==> src/design/msl_pkg.sv <==
// ----------------------------------------------------------------------------
// msl_pkg
// Shared types and constants of the monotone subsequence length core.
// ----------------------------------------------------------------------------
package msl_pkg;

  // Width of the sequence values and of the reported lengths.
  localparam int unsigned DATA_W = 32;
  localparam int unsigned LEN_W  = 11;

  // Flipping the sign bit turns a two's complement value into an
  // offset-binary key that orders correctly as an unsigned number.
  localparam logic [DATA_W-1:0] KEY_SIGN = {1'b1, {(DATA_W-1){1'b0}}};

  // Configuration register indexes.
  localparam int unsigned CFG_IDX_W = 1;
  localparam logic [CFG_IDX_W-1:0] CFG_DESCENDING = 1'd0;
  localparam logic [CFG_IDX_W-1:0] CFG_STRICT     = 1'd1;

  typedef struct packed {
    logic signed [DATA_W-1:0] value;
    logic                     last;
  } in_item_t;

  typedef struct packed {
    logic [LEN_W-1:0] ending_length;
    logic [LEN_W-1:0] best_length;
    logic             overflow;
    logic             last_out;
  } out_item_t;

  // Classified item as it travels from the front to the back.
  typedef struct packed {
    logic [DATA_W-1:0] key;   // offset-binary key, stored as a tail
    logic [DATA_W-1:0] cmp;   // key in the comparison space of the order
    logic              last;
  } q_entry_t;

  typedef struct packed {
    logic descending;
    logic strict_order;
  } cfg_t;

  typedef enum logic [1:0] {
    BK_IDLE,
    BK_SRCH,
    BK_DONE
  } back_state_e;

endpackage

==> src/design/msl_front.sv <==
// ----------------------------------------------------------------------------
// msl_front
// Configuration registers and input classification into search keys.
// ----------------------------------------------------------------------------
module msl_front
  import msl_pkg::*;
(
  input  logic                 clk_i,
  input  logic                 rst_ni,
  input  logic                 cfg_we_i,
  input  logic [CFG_IDX_W-1:0] cfg_index_i,
  input  logic                 cfg_wdata_i,
  input  in_item_t             in_data_i,
  output q_entry_t             entry_o,
  output cfg_t                 cfg_o
);

  logic              desc_q;
  logic              strict_q;
  logic [DATA_W-1:0] key;

  always_ff @(posedge clk_i or negedge rst_ni) begin
    if (!rst_ni) begin
      desc_q   <= 1'b0;
      strict_q <= 1'b1;
    end else if (cfg_we_i) begin
      case (cfg_index_i)
        CFG_DESCENDING: desc_q   <= cfg_wdata_i;
        CFG_STRICT:     strict_q <= cfg_wdata_i;
        default: ;
      endcase
    end
  end

  // A descending order is the ascending order on inverted keys.
  assign key           = $unsigned(in_data_i.value) ^ KEY_SIGN;
  assign entry_o.key   = key;
  assign entry_o.cmp   = desc_q ? ~key : key;
  assign entry_o.last  = in_data_i.last;

  assign cfg_o.descending   = desc_q;
  assign cfg_o.strict_order = strict_q;

endmodule

==> config.mk <==
export PLATFORM = sky130hd
export DESIGN_NAME = msl_front
export DESIGN_NICKNAME = d
export VERILOG_FILES = /design/src/design/msl_pkg.sv /design/src/design/msl_front.sv
export SDC_FILE = /design/constraint.sdc
export NUM_CORES = 1
export LEC_CHECK = 0
export ABC_AREA = 1
export BUFFER_PORTS_ARGS = -buffer_cell sky130_fd_sc_hd__buf_2
export CAP_MARGIN = 10
export CORE_MARGIN = 2
export CORE_UTILIZATION = 32
export CTS_CLUSTER_SIZE = 25
export DETAILED_ROUTE_END_ITERATION = 6
export MAX_ROUTING_LAYER = met4
export PLACE_DENSITY = 0.95
export SLEW_MARGIN = 30
export SYNTH_ARGS = -nofsm -noshare
export SYNTH_HDL_FRONTEND = slang
export SYNTH_SLANG_ARGS = --single-unit
==> constraint.sdc <==
create_clock -name clk_i -period 3.75 [get_ports clk_i]
set_clock_uncertainty 0.2 [all_clocks]
set_input_delay 0.75 -clock clk_i [delete_from_list [all_inputs] [get_ports clk_i]]
set_output_delay 0.75 -clock clk_i [all_outputs]
set_load 0.01 [all_outputs]
==> summary.md <==
| Metric | Value |
|---|---|
| Commonest non-fill, non-tap cell in the layout | `buf_2` |
| WL per Instance | `10.1 µm` |
| # fillers | `~200` |
| Status | `completed` |
| Dominant cell type by area after synthesis | `xor2_1` |
| Worst Max-Slew Pin Slew | `0.479 ns` |
| CTS H-tree depth | `1` |
| Syn_area_per_cell | `8.51 µm²` |
| GRT overflow | `0` |
| CP Class | `reg2out` |
| Busiest grt layer | `met2` |
| Met2 Usage GRT | `26.3%` |
| Largest net degree at the start of global routing | `25` |
| Area Overhead vs Synth | `36.0%` |
| CP Max Fanout | `24` |
| Via Count | `713` |
| Setup violators final | `0` |
| Cts bufs inserted | `3` |
| Worst reg2reg setup slack | `approximately 2.7 ns` |
| DIE AREA | `around 0.0026 mm²` |
| GRT Util Overall | `13.5%` |
| Worst flop-to-flop path startpoint | `desc_q` |
| Clk_lat worst skew | `0.23 ns` |
| DP HPWL | `1640 µm` |
| Worst EP arrival | `1.64 ns` |
| Root buf cell | `clkbuf_4` |
| Synthesized Nets | `120` |
| Die Y-Extent | `50.7 µm` |
| Drt pass-1 iters | `2` |
| Initial Util | `34.9%` |
| Vias per Instance | `4.01` |
| Port Buffers | `102` |
| Pleak | `0.631 nW` |
| CP startpoint kind | `flop` |
| Worst hold path class | `in2async` |
| Met3 Use GR | `between 3 and 4%` |
| Hold_buf cts | `0` |
| #FFs+latches synth | `2` |
| Number of distinct library cells after synthesis | `10` |
| TritonCTS clock tree | `done` |
| Fin crit period | `approximately 2.6 ns` |
| # IOs | `105` |
| TNS Setup | `0 ns` |
| Row cnt | `16` |
| CTS-repair resized insts | `0` |
| Initial antenna violation count | `0` |
| Gpl congestion | `0.685` |
| Sequential area share after synthesis | `7.35%` |
| Clock transition at path regs | `around 0.04 ns` |
| Fin crit share | `68.9%` |
| CTS Buffer Depth | `2` |
| Mapped Area | `698 µm²` |
| Max Fclk | `around 0.39 GHz` |
| Relative slew slack | `68.1%` |
| Most frequent cells in the layout | `102 x buf_2, 31 x xor2_1, 6 x nand2_1, 3 x clkbuf_4` |
| Die Wd | `50.7 µm` |
| Hold Vio Cnt, Final | `0` |
| Final #Nets | `190` |
| Final WL | `1800 µm` |
| Data required time of the critical path | `~2.8 ns` |
| RSZ-0062 raised after global routing | `false` |
| Ys Warns | `0` |
| Max-cap viol count | `0` |
| Post-synthesis cell count | `82` |
| Setup crit end kind | `output port` |
| Max Transition Viols Final | `0` |
| Critical R2R Capture | `desc_q` |
| Vias in the first global route | `630` |
| Iter 0 DRT Violations | `1` |
| Area of all placed cells without fillers | `approximately 950 µm²` |
| ANT cells | `0` |
| Worst r2r path cells | `2` |
| First-pass GRT wire length | `2620 µm` |
| Core Area | `0.00200 mm²` |
| Worst-case vdd ir drop | `about 0.00015 V` |
| DRC errors left | `0` |
| Placed inst area | `~900 µm²` |
| Pwr Density | `about 300 mW/mm²` |
| Synth area leaders | `xor2_1 39%, buf_4 37%, buf_12 8.6%` |
| Met1 Track Usage GR | `11.3%` |
| Routed Antenna Nets | `0` |
| Share of cells above drive strength 1 | `70.9%` |
| CTS Sinks | `2` |
| Synth top area share | `38.9%` |
| Postcts setup bufs | `0` |
==> cell type report <==
class / count / area, µm² / share of cell area, %
flip-flops and latches: 2 / 51.3 / 5.40
repair buffers: 103 / 518 / 54.5
clock buffers: 4 / 26.3 / 2.77
multi-input cells: 40 / 313 / 32.9
inverters: 2 / 7.51 / 0.791
well taps: 27 / 33.8 / 3.56
==> how the worst max path moves through the flow <==
stage | from | end | slack, ns | cells after the start
final | desc_q | entry_o[20] | 1.16 | 3
after global placement | desc_q | entry_o[31] | 1.36 | 3
after floorplan | in_data_i[32] | entry_o[32] | 1.83 | 1
after global routing | desc_q | entry_o[20] | 1.01 | 3
after detailed placement | desc_q | entry_o[20] | 1.38 | 3
after CTS | desc_q | entry_o[20] | 1.12 | 3
==> synth_stat cells, drive strengths merged <==
| master | instances |
|---|---|
| dfstp | 1 |
| buf | 38 |
| inv | 2 |
| xnor2 | 1 |
| nand3 | 2 |
| nand2 | 6 |
| xor2 | 31 |
| dfrtp | 1 |
==> registers in the layout, indices dropped and copies added, names as in the netlist <==
| name | count |
|---|---|
| desc_q | 1 |
| strict_q | 1 |
==> report_power, final <==
part / leakage, nW / switching (mW) / total [mW] / internal [mW]
sequential: 0.0228 / 0.00646 / 0.0318 / 0.0253
clock: 0.0150 / 0.0146 / 0.0542 / 0.0397
combinational: 0.593 / 0.110 / 0.204 / 0.0934
total: 0.631 / 0.131 / 0.290 / 0.158
==> metrics by stage <==
stage | hold slack (ns) | util, % | instances | worst slack (ns) | power [mW]
final | 0.0954 | 47.4 | 178 | 1.16 | 0.290
after global placement | 0.247 | 46.1 | 174 | 1.36 | 0.235
after CTS | 0.0861 | 47.4 | 178 | 1.12 | 0.298
after floorplan | 0.242 | - | 82 | 1.83 | 0.180
after detailed placement | 0.255 | 46.1 | 174 | 1.38 | 0.239
after global routing | 0.0969 | 47.4 | 178 | 1.01 | 0.312
==> logic make-up after synthesis <==
kind of cell / after synthesis / share of synthesized area, %
flops: 2 / 7.35
xor+xnor: 32 / 40.1
simple gates: 8 / 4.66
buf+inv: 40 / 47.8
==> critical path, stage by stage (launching register included) <==
cell and delay (ns):
dfrtp_1 0.63, buf_4 0.42, xor2_1 0.19, buf_2 0.15
==> routing by layer <==
| metal | wire, µm | vias to the layer above |
|---|---|---|
| met5 | 0 | - |
| met4 | 0 | 0 |
| met3 | 264 | 0 |
| met2 | 1000 | 59 |
| met1 | 533 | 306 |
| li1 | - | 348 |
No activity file was read; power rests on OpenSTA's default activity.
