### config.mk
export PLATFORM = sky130hd
export DESIGN_NAME = msl_fifo
export DESIGN_NICKNAME = d
export VERILOG_FILES = /design/src/design/msl_pkg.sv /design/src/design/msl_fifo.sv
export SDC_FILE = /design/constraint.sdc
export NUM_CORES = 1
export LEC_CHECK = 0
export BUFFER_PORTS_ARGS = -buffer_cell sky130_fd_sc_hd__buf_2
export CORE_UTILIZATION = 52
export DETAILED_ROUTE_END_ITERATION = 10
export GPL_ROUTABILITY_DRIVEN = 1
export PLACE_DENSITY = 0.8
export SLEW_MARGIN = 20
export SYNTH_ARGS = -nofsm -noshare
export SYNTH_HDL_FRONTEND = slang
export SYNTH_SLANG_ARGS = --single-unit
### constraint.sdc
create_clock -name clk_i -period 4.75 [get_ports clk_i]
set_input_delay 0.2375 -clock clk_i [delete_from_list [all_inputs] [get_ports clk_i]]
set_output_delay 0.2375 -clock clk_i [all_outputs]
set_load 0.005 [all_outputs]
### src/design/msl_pkg.sv
// ----------------------------------------------------------------------------
// msl_pkg
// Shared types and constants of the monotone subsequence length core.
// ----------------------------------------------------------------------------
package msl_pkg;

  // Width of the sequence values and of the reported lengths.
  localparam int unsigned DATA_W = 32;
  localparam int unsigned LEN_W  = 11;

  // Flipping the sign bit turns a two's complement value into an
  // offset-binary key that orders correctly as an unsigned number.
  localparam logic [DATA_W-1:0] KEY_SIGN = {1'b1, {(DATA_W-1){1'b0}}};

  // Configuration register indexes.
  localparam int unsigned CFG_IDX_W = 1;
  localparam logic [CFG_IDX_W-1:0] CFG_DESCENDING = 1'd0;
  localparam logic [CFG_IDX_W-1:0] CFG_STRICT     = 1'd1;

  typedef struct packed {
    logic signed [DATA_W-1:0] value;
    logic                     last;
  } in_item_t;

  typedef struct packed {
    logic [LEN_W-1:0] ending_length;
    logic [LEN_W-1:0] best_length;
    logic             overflow;
    logic             last_out;
  } out_item_t;

  // Classified item as it travels from the front to the back.
  typedef struct packed {
    logic [DATA_W-1:0] key;   // offset-binary key, stored as a tail
    logic [DATA_W-1:0] cmp;   // key in the comparison space of the order
    logic              last;
  } q_entry_t;

  typedef struct packed {
    logic descending;
    logic strict_order;
  } cfg_t;

  typedef enum logic [1:0] {
    BK_IDLE,
    BK_SRCH,
    BK_DONE
  } back_state_e;

endpackage

### src/design/msl_fifo.sv
// ----------------------------------------------------------------------------
// msl_fifo
// Two-entry queue that decouples the front from the back.
// ----------------------------------------------------------------------------
module msl_fifo
  import msl_pkg::*;
(
  input  logic     clk_i,
  input  logic     rst_ni,
  input  logic     push_i,
  input  q_entry_t push_data_i,
  output logic     ready_o,
  input  logic     pop_i,
  output q_entry_t pop_data_o,
  output logic     valid_o
);

  q_entry_t   mem_q [2];
  logic       wr_ptr_q, wr_ptr_d;
  logic       rd_ptr_q, rd_ptr_d;
  logic [1:0] cnt_q, cnt_d;
  logic       do_push, do_pop;

  assign ready_o    = (cnt_q != 2'd2);
  assign valid_o    = (cnt_q != 2'd0);
  assign pop_data_o = mem_q[rd_ptr_q];
  assign do_push    = push_i && ready_o;
  assign do_pop     = pop_i && valid_o;

  always_comb begin
    wr_ptr_d = do_push ? ~wr_ptr_q : wr_ptr_q;
    rd_ptr_d = do_pop ? ~rd_ptr_q : rd_ptr_q;
    cnt_d    = cnt_q;
    if (do_push && !do_pop) begin
      cnt_d = cnt_q + 2'd1;
    end else if (do_pop && !do_push) begin
      cnt_d = cnt_q - 2'd1;
    end
  end

  always_ff @(posedge clk_i or negedge rst_ni) begin
    if (!rst_ni) begin
      wr_ptr_q <= 1'b0;
      rd_ptr_q <= 1'b0;
      cnt_q    <= 2'd0;
    end else begin
      wr_ptr_q <= wr_ptr_d;
      rd_ptr_q <= rd_ptr_d;
      cnt_q    <= cnt_d;
    end
  end

  always_ff @(posedge clk_i) begin
    if (do_push) begin
      mem_q[wr_ptr_q] <= push_data_i;
    end
  end

endmodule

==> key figures, run 1 <==
Pwr
  • Clk pwr share: 0.294
  • Cell Int Power: 2.99 mW
  • Leakage: 2.81 nW
  • Reg power frac: 0.452
  • Power after layout: 4.05 mW
  • Comb power frac: 0.254
  • P_sw: 1.07 mW
  • Sw Ratio: 0.263
  • Maximum VDD drop: 0.579 mV
  • Power Density: 574 nW/um^2

Timing
  • Final setup TNS: 0 ns
  • Relative slew slack: 0.248
  • Slew @ Worst Pin: 1.13 ns
  • Final Hold Fails: 0
  • Unrepaired setup endpoints after global routing: false
  • Fmax: 397 MHz
  • Final period utilization: 0.530
  • Fin crit period: 2.52 ns
  • Max-slew violations: 0
  • Final setup vio count: 0
  • Clock Skew: 0.00586 ns

Critical path
  • Worst Setup End Kind: primary output
  • Reg-to-reg endpoint: mem_q[0][11]$_DFFE_PP_
  • Flop2flop setup slack: 2.39 ns
  • Reg2Reg Depth: 4
  • Critical Path RT: 4.51 ns
  • CP max FO: 66
  • CP Class: flop to primary output
  • Worst setup SP type: flop
  • Crit path DAT: 2.28 ns
  • RR Startpoint: cnt_q[0]$_DFFE_PN0P_

Floorplan
  • Die width: 101 um
  • Total die area: 10100 um^2
  • Die H: 101 um
  • Initial Utilization: 0.541
  • Number of core rows: 35
  • Core box area: 9330 um^2
  • I/O pin count: 136

Min path
  • Worst hold-check path type: primary input to asynchronous set/reset pin

Global route
  • First-pass GRT wire length: 14.1 mm
  • Pin count of the biggest net entering global routing: 67
  • Initial antenna violation count: 0
  • GRT Overall Usage: 0.194
  • Congestion Overflow GR: 0
  • Vias in the first global route: 2898

Flow run
  • Max_cap viols: 0

Routing
  • Detailed Route WL: 9.30 mm
  • Drt drc: 0
  • 1st-iter DRT viols: 104
  • Remaining antenna violation count: 0
  • Pre-Repair DR Iteration Count: 4
  • Vias per cell: 4.90
  • Via count: 2829
  • Avg WL per Cell: 16.1 um

Synthesis
  • Cells after Synth: 220
  • Synth Register Bits: 134
  • Synth top area share: 0.774
  • Sequential fraction of the synthesis area: 0.793
  • Largest cells by area after synthesis: edfxtp_1, mux2_4, mux2_2
  • Dominant cell type by area after synthesis: edfxtp_1
  • Syn. warnings: 0
  • Post-Syn Area: 5050 um^2
  • Syn_nets: 290
  • Synth unique cells: 15
  • Syn avg cell area: 22.9 um^2

Clock network
  • Clock transition at path regs: 0.06 ns
  • TritonCTS clock tree: built
  • Post-CTS setup buffer count: 0
  • CTS sink count: 134
  • Clk buf depth: 2
  • CTS resizes: 0
  • Clk_lat worst skew: 0.50 ns
  • Hold_buf cts: 67
  • CTS buffer count: 17
  • H-tree levels: 4
  • Clock Root Buffer: clkbuf_8

Cells and area
  • Layout overhead on the synthesized area: 40.0%
  • Share of cells above drive strength 1: 0.525
  • Most common cell after layout, fill and taps aside: buf_2
  • Multi-input logic area: 981 um^2
  • Register area: 4010 um^2
  • Net count, final: 506
  • Most frequent cells in the layout: buf_2, edfxtp_1, dlygate4sd3_1, mux2_4, mux2_2
  • Diodes inserted: 0
  • Fill cells: 540

Outcome
  • Run status: finished clean

Place
  • Placer Congestion: 0.669
  • Port bufs: 135
  • DP HPWL: 5.17 mm
-- synthesized netlist by cell type --
library cell	n
nand2b_1	1
xnor2_1	3
dfrtp_1	4
inv_1	1
and3_1	1
edfxtp_1	130
ha_1	1
mux2_2	25
buf_2	2
xor2_1	2
nor2_1	2
mux2_4	40
buf_6	5
nand2_1	2
or2_2	1
-- power groups by stage --
stage          registers, mW  clock network [mW]  logic [mW]
2_1_floorplan           1.71                   0       0.756
3_3_place_gp            1.83                   0       0.972
3_5_place_dp            1.85                   0       0.982
4_1_cts                 1.83                1.21        1.03
5_1_grt                 1.86                1.26        1.11
6_report                1.83                1.19        1.03
-- metal layers --
metal,vias up,global-route usage,share of wire
met2,130,0.334,0.51
li1,1303,-,-
met3,12,0.0617,0.061
met5,-,0,0
met1,1384,0.225,0.42
met4,0,0.0847,0.012
-- cells by family after synthesis --
kind of cell / synth area share
buffers and inverters: 0.0139
DFF: 0.793
and+or+nand+nor: 0.00670
xor gates and xnor gates: 0.00868
adders and majority gates: 0.00248
muxes: 0.175
-- critical path, stage by stage, from the launching register on --
cell and delay [ns]:
dfrtp_4 1.12, mux2_2 0.44, buf_2 0.13
-- layout make-up --
cell class | count | share of cell area
Clock buffer | 17 | 0.0586
Tap cell | 129 | 0.0228
Timing Repair Buffer | 204 | 0.193
Clock inverter | 14 | 0.0193
Sequential cell | 134 | 0.567
Multi-Input combinational cell | 78 | 0.139
Inverter | 1 | 0.000531
-- sequential cells by signal, indices dropped and copies added (netlist names) --
signal and count:
cnt_q 2, mem_q 130, wr_ptr_q 1, rd_ptr_q 1
-- worst max-delay path by stage --
stage                     slack, ns            startpoint                endpoint  depth (start not counted)
after global placement         2.39  cnt_q[0]$_DFFE_PN0P_  mem_q[0][18]$_DFFE_PP_                          4
final                          2.23  rd_ptr_q$_DFFE_PN0P_           pop_data_o[1]                          2
after global routing           2.15  rd_ptr_q$_DFFE_PN0P_          pop_data_o[64]                          2
after detailed placement       2.32  cnt_q[0]$_DFFE_PN0P_  mem_q[0][64]$_DFFE_PP_                          4
after CTS                      2.21  rd_ptr_q$_DFFE_PN0P_          pop_data_o[58]                          2
after floorplan                0.89  cnt_q[0]$_DFFE_PN0P_   mem_q[0][0]$_DFFE_PP_                          3
-- stage by stage --
step / cells / setup slack, ns / util / area [um^2] / hold slack [ns]
2_1_floorplan: 220 / 0.895 / - / 5050 / -0.0581
3_3_place_gp: 479 / 2.39 / 0.627 / 5840 / 0.0478
3_5_place_dp: 479 / 2.32 / 0.627 / 5840 / 0.0487
4_1_cts: 577 / 2.21 / 0.757 / 7070 / 0.0441
5_1_grt: 577 / 2.15 / 0.757 / 7070 / 0.0851
6_report: 577 / 2.23 / 0.757 / 7070 / 0.0969
(Power assumes the default switching activity.)
==> run 2: changes to the inputs <==
--- a/config.mk
+++ b/config.mk
@@ -5,6 +5,7 @@
 export SDC_FILE = /design/constraint.sdc
 export NUM_CORES = 1
 export LEC_CHECK = 0
+export ABC_AREA = 1
 export BUFFER_PORTS_ARGS = -buffer_cell sky130_fd_sc_hd__buf_2
 export CORE_UTILIZATION = 52
 export DETAILED_ROUTE_END_ITERATION = 10
==> constraint.sdc (replaced) <==
create_clock -name clk_i -period 2.4 [get_ports clk_i]
set_input_delay 0.12 -clock clk_i [delete_from_list [all_inputs] [get_ports clk_i]]
set_output_delay 0.12 -clock clk_i [all_outputs]
set_load 0.005 [all_outputs]
==> run 2 against run 1 <==
Critical path depth increased by 3. Global-route usage increased by 4.3 points. Clock skew increased by 0.0035 ns. Clock-buffer cell count unchanged. Wire length increased by 21%.
==> key figures, run 2 <==
Cells and area
  • Most frequent cells in the layout: nand2_1, buf_2, edfxtp_1, dlygate4sd3_1, clkbuf_16
  • Top reg by flops: mem_q
  • Top flop regs: mem_q x130, cnt_q x2
  • Net count, final: 652
  • Max FFs per register: 130
  • Share of cells above drive strength 1: 0.295
  • Diodes inserted: 0
  • Most common cell after layout, fill and taps aside: nand2_1
  • Layout overhead on the synthesized area: 41.6%

Timing
  • Slew @ Worst Pin: 0.717 ns
  • Final setup vio count: 0
  • Relative slew slack: 0.522
  • Final Hold Fails: 0
  • Max-slew violations: 0
  • Unrepaired setup endpoints after global routing: false
  • Fin crit period: 2.04 ns
  • Clock Skew: 0.00941 ns
  • Fmax: 490 MHz
  • Final setup TNS: 0 ns
  • Final period utilization: 0.850

Synthesis
  • Synth Register Bits: 134
  • Post-synth EDFFs: 130
  • Syn_nets: 438
  • Synth unique cells: 13
  • Ys async rst share: 0.0299
  • Syn avg cell area: 13.4 um^2
  • Top FF cell, synth: edfxtp_1
  • Synth top cells by count: nand2_1, edfxtp_1, buf_2
  • Post-Syn Area: 4940 um^2
  • Largest cells by area after synthesis: edfxtp_1, nand2_1, dfrtp_1
  • Leading cell type by number of instances after synthesis: nand2_1
  • Dominant cell type by area after synthesis: edfxtp_1
  • Sequential fraction of the synthesis area: 0.811
  • Syn. warnings: 0
  • Cells after Synth: 368
  • Synth top area share: 0.791

Floorplan
  • Die H: 99.4 um
  • Initial Utilization: 0.537
  • I/O pin count: 136
  • Core box area: 9200 um^2
  • Die width: 99.4 um
  • Number of core rows: 35
  • Total die area: 9890 um^2

Critical path
  • Crit path DAT: 1.92 ns
  • CP max FO: 40
  • Worst-path cell chain: inv_2, buf_12, nand2_1, nand2_1, buf_2
  • Critical Path RT: 2.28 ns
  • Cell mode on critical path: nand2_1
  • Slowest cell on the critical path: dfrtp_2
  • Worst Setup End Kind: primary output
  • CP Class: flop to primary output
  • Worst setup SP type: flop
  • Slowest cell delay on critical path: 0.40 ns

Pwr
  • Reg power frac: 0.411
  • P_sw: 2.62 mW
  • Power Density: 1170 nW/um^2
  • Clk pwr share: 0.303
  • Cell Int Power: 5.55 mW
  • Leakage: 3.04 nW
  • Sw Ratio: 0.321
  • Comb power frac: 0.286
  • Maximum VDD drop: 0.807 mV
  • Power after layout: 8.17 mW

Global route
  • Pin count of the biggest net entering global routing: 67
  • Initial antenna violation count: 0
  • Vias in the first global route: 3684
  • Congestion Overflow GR: 0
  • GRT Overall Usage: 0.238
  • First-pass GRT wire length: 17.3 mm

Place
  • Placer Congestion: 0.777
  • Port bufs: 135
  • DP HPWL: 5.80 mm

Routing
  • Drt drc: 0
  • Avg WL per Cell: 16.0 um
  • Pre-Repair DR Iteration Count: 4
  • Detailed Route WL: 11.3 mm
  • 1st-iter DRT viols: 173
  • Remaining antenna violation count: 0
  • Vias per cell: 4.90
  • Via count: 3451

Clock network
  • Hold_buf cts: 68
  • Clock transition at path regs: 0.06 ns
  • CTS resizes: 0
  • CTS sink count: 134
  • Post-CTS setup buffer count: 0
  • TritonCTS clock tree: built
  • CTS buffer count: 17
  • Clk_lat worst skew: 0.51 ns
  • H-tree levels: 4
  • Clock Root Buffer: clkbuf_8
  • Clk buf depth: 2

Outcome
  • Run status: finished clean

Flow run
  • Max_cap viols: 0

Min path
  • Worst hold-check path type: primary input to flop
[run 2: cell types whose count changed after synthesis, moves of 5 or more]
cell / before / now
buf_2: 2 / 9
buf_4: 0 / 5
buf_6: 5 / 0
inv_1: 1 / 6
mux2_2: 25 / 0
mux2_4: 40 / 0
nand2_1: 2 / 205
[run 2: cell families (layout without fill, tap and decap cells)]
kind of cell | after synthesis | count (layout) | share of synthesized area
adders and majority gates | 1 | 1 | 0.00253
DFF | 134 | 134 | 0.811
buffers and inverters | 21 | 247 | 0.0221
and+or+nand+nor | 210 | 210 | 0.161
xor gates and xnor gates | 2 | 2 | 0.00355
[run 2: final timing paths]
path	from	to	slack (ns)	cells past startpoint
max	rd_ptr_q$_DFFE_PN0P_	pop_data_o[34]	0.36	5
min	push_i	wr_ptr_q$_DFFE_PN0P_	0.08	3
max reg2reg	cnt_q[0]$_DFFE_PN0P_	mem_q[1][29]$_DFFE_PP_	0.71	5
min reg2reg	cnt_q[0]$_DFFE_PN0P_	cnt_q[0]$_DFFE_PN0P_	0.51	1
max in group asynchronous	rst_ni	rd_ptr_q$_DFFE_PN0P_	1.68	3
min in group asynchronous	rst_ni	cnt_q[1]$_DFFE_PN0P_	0.53	3
[run 2: layout make-up]
class | instances | area, um^2
Tap cell | 111 | 139
Clock inverter | 14 | 151
Inverter | 7 | 26.3
Multi-Input combinational cell | 213 | 838
Clock buffer | 17 | 414
Sequential cell | 134 | 4010
Timing Repair Buffer | 209 | 1410
Fill cell | 548 | 2210
[run 2: metal layers]
layer  part of all wire  wire [um]  global-route usage  vias up
li1                   -          -                   -     1664
met1               0.40       4480               0.269     1615
met2               0.53       5990               0.440      157
met3              0.061        694              0.0478       15
met4              0.012        132              0.0939        0
met5                  0          0                   0        -
[run 2: power groups by stage]
stage / Clock [mW] / Sequential [mW] / Combinational (mW)
after floorplan: 0 / 3.37 / 1.25
after global placement: 0 / 3.36 / 2.15
after detailed placement: 0 / 3.38 / 2.21
after CTS: 2.48 / 3.34 / 2.31
after global routing: 2.58 / 3.40 / 2.60
final: 2.47 / 3.35 / 2.34
[run 2: worst max-delay path: cells and delay by family (launching register included)]
kind                   cells  cell delay (ns)
AND/OR/NAND/NOR            2             0.17
buffers and inverters      3             0.79
flip-flops                 1             0.40
[run 2: per-stage QoR]
step           hold slack (ns)  utilization  std cells  area [um^2]  setup WS [ns]
6_report                0.0797        0.760        705         6990          0.359
5_1_grt                  0.110        0.760        705         6990          0.261
4_1_cts                 0.0654        0.760        705         6990          0.369
3_5_place_dp           -0.0647        0.624        606         5740          0.720
3_3_place_gp           -0.0671        0.624        606         5740          0.778
2_1_floorplan           -0.176            -        368         4940         -0.359
==> run 3: changes to the inputs <==
--- a/config.mk
+++ b/config.mk
@@ -7,7 +7,9 @@
 export LEC_CHECK = 0
 export ABC_AREA = 1
 export BUFFER_PORTS_ARGS = -buffer_cell sky130_fd_sc_hd__buf_2
-export CORE_UTILIZATION = 52
+export CELL_PAD_IN_SITES_DETAIL_PLACEMENT = 1
+export CELL_PAD_IN_SITES_GLOBAL_PLACEMENT = 1
+export CORE_UTILIZATION = 41
 export DETAILED_ROUTE_END_ITERATION = 10
 export GPL_ROUTABILITY_DRIVEN = 1
 export PLACE_DENSITY = 0.8
==> run 3 against run 2 <==
Critical endpoint is now pop_data_o[17]. Clock skew rose by 0.0020 ns. Power grew 0.55%. Flip-flop and latch count did not move. Wire length increased by 6.4%. Cell area rose by 0.91%. Non-clock buffer count unchanged. The run now ends with design-rule violations left. Worst setup slack better by 0.051 ns. Combinational power increased by 3%. Maximum frequency rose by 2.6%. Global-route usage shrank 3.3 points. Critical path depth is the same.
==> key figures, run 3 (synthesis gave the netlist of run 2 again) <==
Outcome
  • Run status: finished with violations
  • Failing checks: design-rule violations

Pwr
  • Sw Ratio: 0.315
  • Comb power frac: 0.292
  • Power Density: 1160 nW/um^2
  • Maximum VDD drop: 0.584 mV
  • Leakage: 3.05 nW
  • Reg power frac: 0.408
  • Clk pwr share: 0.300
  • Cell Int Power: 5.62 mW
  • P_sw: 2.59 mW

Timing
  • Unrepaired setup endpoints after global routing: false
  • Fmax: 503 MHz
  • Final Hold Fails: 0
  • Slew @ Worst Pin: 0.730 ns
  • Final setup vio count: 0
  • Final setup TNS: 0 ns
  • Relative slew slack: 0.513
  • Final period utilization: 0.829
  • Fin crit period: 1.99 ns
  • Clock Skew: 0.0114 ns
  • Max-slew violations: 0

Place
  • Port bufs: 135
  • Dpl cells: 639
  • Placer Congestion: 0.727
  • DP Area: 5810 um^2
  • DP HPWL: 7.11 mm

Clock network
  • Hold_buf cts: 67
  • Clk_lat worst skew: 0.41 ns
  • Clk buf depth: 2
  • H-tree levels: 4
  • Clock Root Buffer: clkbuf_16
  • CTS buffer count: 17
  • Clock transition at path regs: 0.05 ns
  • CTS sink count: 134
  • CTS resizes: 0
  • TritonCTS clock tree: built
  • Post-CTS setup buffer count: 0

Floorplan
  • Number of core rows: 39
  • I/O pin count: 136
  • Initial Utilization: 0.427
  • Die width: 112 um
  • Total die area: 12500 um^2
  • Core box area: 11600 um^2
  • Die H: 112 um

Cells and area
  • Final instance area: 7050 um^2
  • Diodes inserted: 0
  • Layout overhead on the synthesized area: 42.9%
  • Share of cells above drive strength 1: 0.294
  • Top reg by flops: mem_q
  • Net count, final: 652
  • Non-filler instance count after layout: 738
  • Most common cell after layout, fill and taps aside: nand2_1
  • Max FFs per register: 130
  • Utilization after layout: 0.610
  • Most frequent cells in the layout: nand2_1, buf_2, edfxtp_1, dlygate4sd3_1, clkbuf_16
  • Top flop regs: mem_q x130, cnt_q x2

Routing
  • Pre-Repair DR Iteration Count: 7
  • Via count: 3465
  • Remaining antenna violation count: 0
  • Drt drc: 8
  • Detailed Route WL: 12.0 mm
  • Avg WL per Cell: 16.3 um
  • Vias per cell: 4.70
  • 1st-iter DRT viols: 185

Critical path
  • Worst setup SP type: flop
  • Critical Path RT: 2.28 ns
  • Crit path DAT: 1.87 ns
  • Worst Setup End Kind: primary output
  • CP Class: flop to primary output
  • CP max FO: 33

Global route
  • Pin count of the biggest net entering global routing: 67
  • Vias in the first global route: 3750
  • Congestion Overflow GR: 0
  • First-pass GRT wire length: 19.0 mm
  • GRT Overall Usage: 0.205
  • Initial antenna violation count: 0

Flow run
  • Max_cap viols: 0

Min path
  • Worst hold-check path type: primary input to asynchronous set/reset pin
[run 3: cell count changes in the layout (fill, tap and decap cells not counted)]
| cell | change |
|---|---|
| buf_12 | +2 |
| dlygate4sd3_1 | -1 |
| clkbuf_1 | +2 |
| clkinvlp_4 | +1 |
| inv_6 | -4 |
| clkbuf_16 | +1 |
| clkbuf_8 | -1 |
| buf_4 | -1 |
| clkinv_2 | +2 |
[run 3: layout make-up]
type | instances | area [um^2]
inverter | 7 | 26.3
multi-input combinational | 213 | 838
sequential | 134 | 4010
timing repair buffer | 209 | 1440
clock inverter | 13 | 134
clock buffer | 19 | 433
tap | 143 | 179
fill | 1170 | 4510
[run 3: final timing paths]
path,from,endpoint,slack (ns),depth (start not counted)
setup / recovery,rd_ptr_q$_DFFE_PN0P_,pop_data_o[17],0.41,5
hold / removal,rst_ni,wr_ptr_q$_DFFE_PN0P_,0.08,2
setup reg to reg,cnt_q[0]$_DFFE_PN0P_,mem_q[0][0]$_DFFE_PP_,0.62,5
hold reg to reg,cnt_q[1]$_DFFE_PN0P_,cnt_q[1]$_DFFE_PN0P_,0.51,2
max in group asynchronous,rst_ni,rd_ptr_q$_DFFE_PN0P_,2.18,2
min in group clk_i,push_i,wr_ptr_q$_DFFE_PN0P_,0.17,3
[run 3: layer usage]
layer | track usage | vias to the layer above | routed length (um)
li1 | - | 1669 | -
met1 | 0.232 | 1673 | 4740
met2 | 0.374 | 108 | 6510
met3 | 0.0425 | 15 | 582
met4 | 0.0865 | 0 | 180
met5 | 0 | - | 0
[run 3: critical path, stage by stage (launching register included)]
cell and delay (ns):
dfrtp_2 0.40, inv_2 0.48, buf_4 0.31, nand2_1 0.07, nand2_1 0.08, buf_2 0.12
[run 3: stage by stage]
| stage | hold WS, ns | total power, mW | setup WS [ns] |
|---|---|---|---|
| floorplan | -0.176 | 4.62 | -0.359 |
| global placement | -0.0679 | 5.59 | 0.682 |
| detailed placement | -0.0655 | 5.72 | 0.597 |
| CTS | 0.0572 | 8.27 | 0.360 |
| global route | 0.0805 | 8.69 | 0.255 |
| finish | 0.0799 | 8.21 | 0.410 |
[run 3: power by group through the flow]
stage | logic (mW) | registers, mW | clock network [mW]
6_report | 2.40 | 3.35 | 2.46
5_1_grt | 2.68 | 3.40 | 2.61
4_1_cts | 2.42 | 3.36 | 2.50
3_5_place_dp | 2.32 | 3.40 | 0
3_3_place_gp | 2.23 | 3.36 | 0
2_1_floorplan | 1.25 | 3.37 | 0
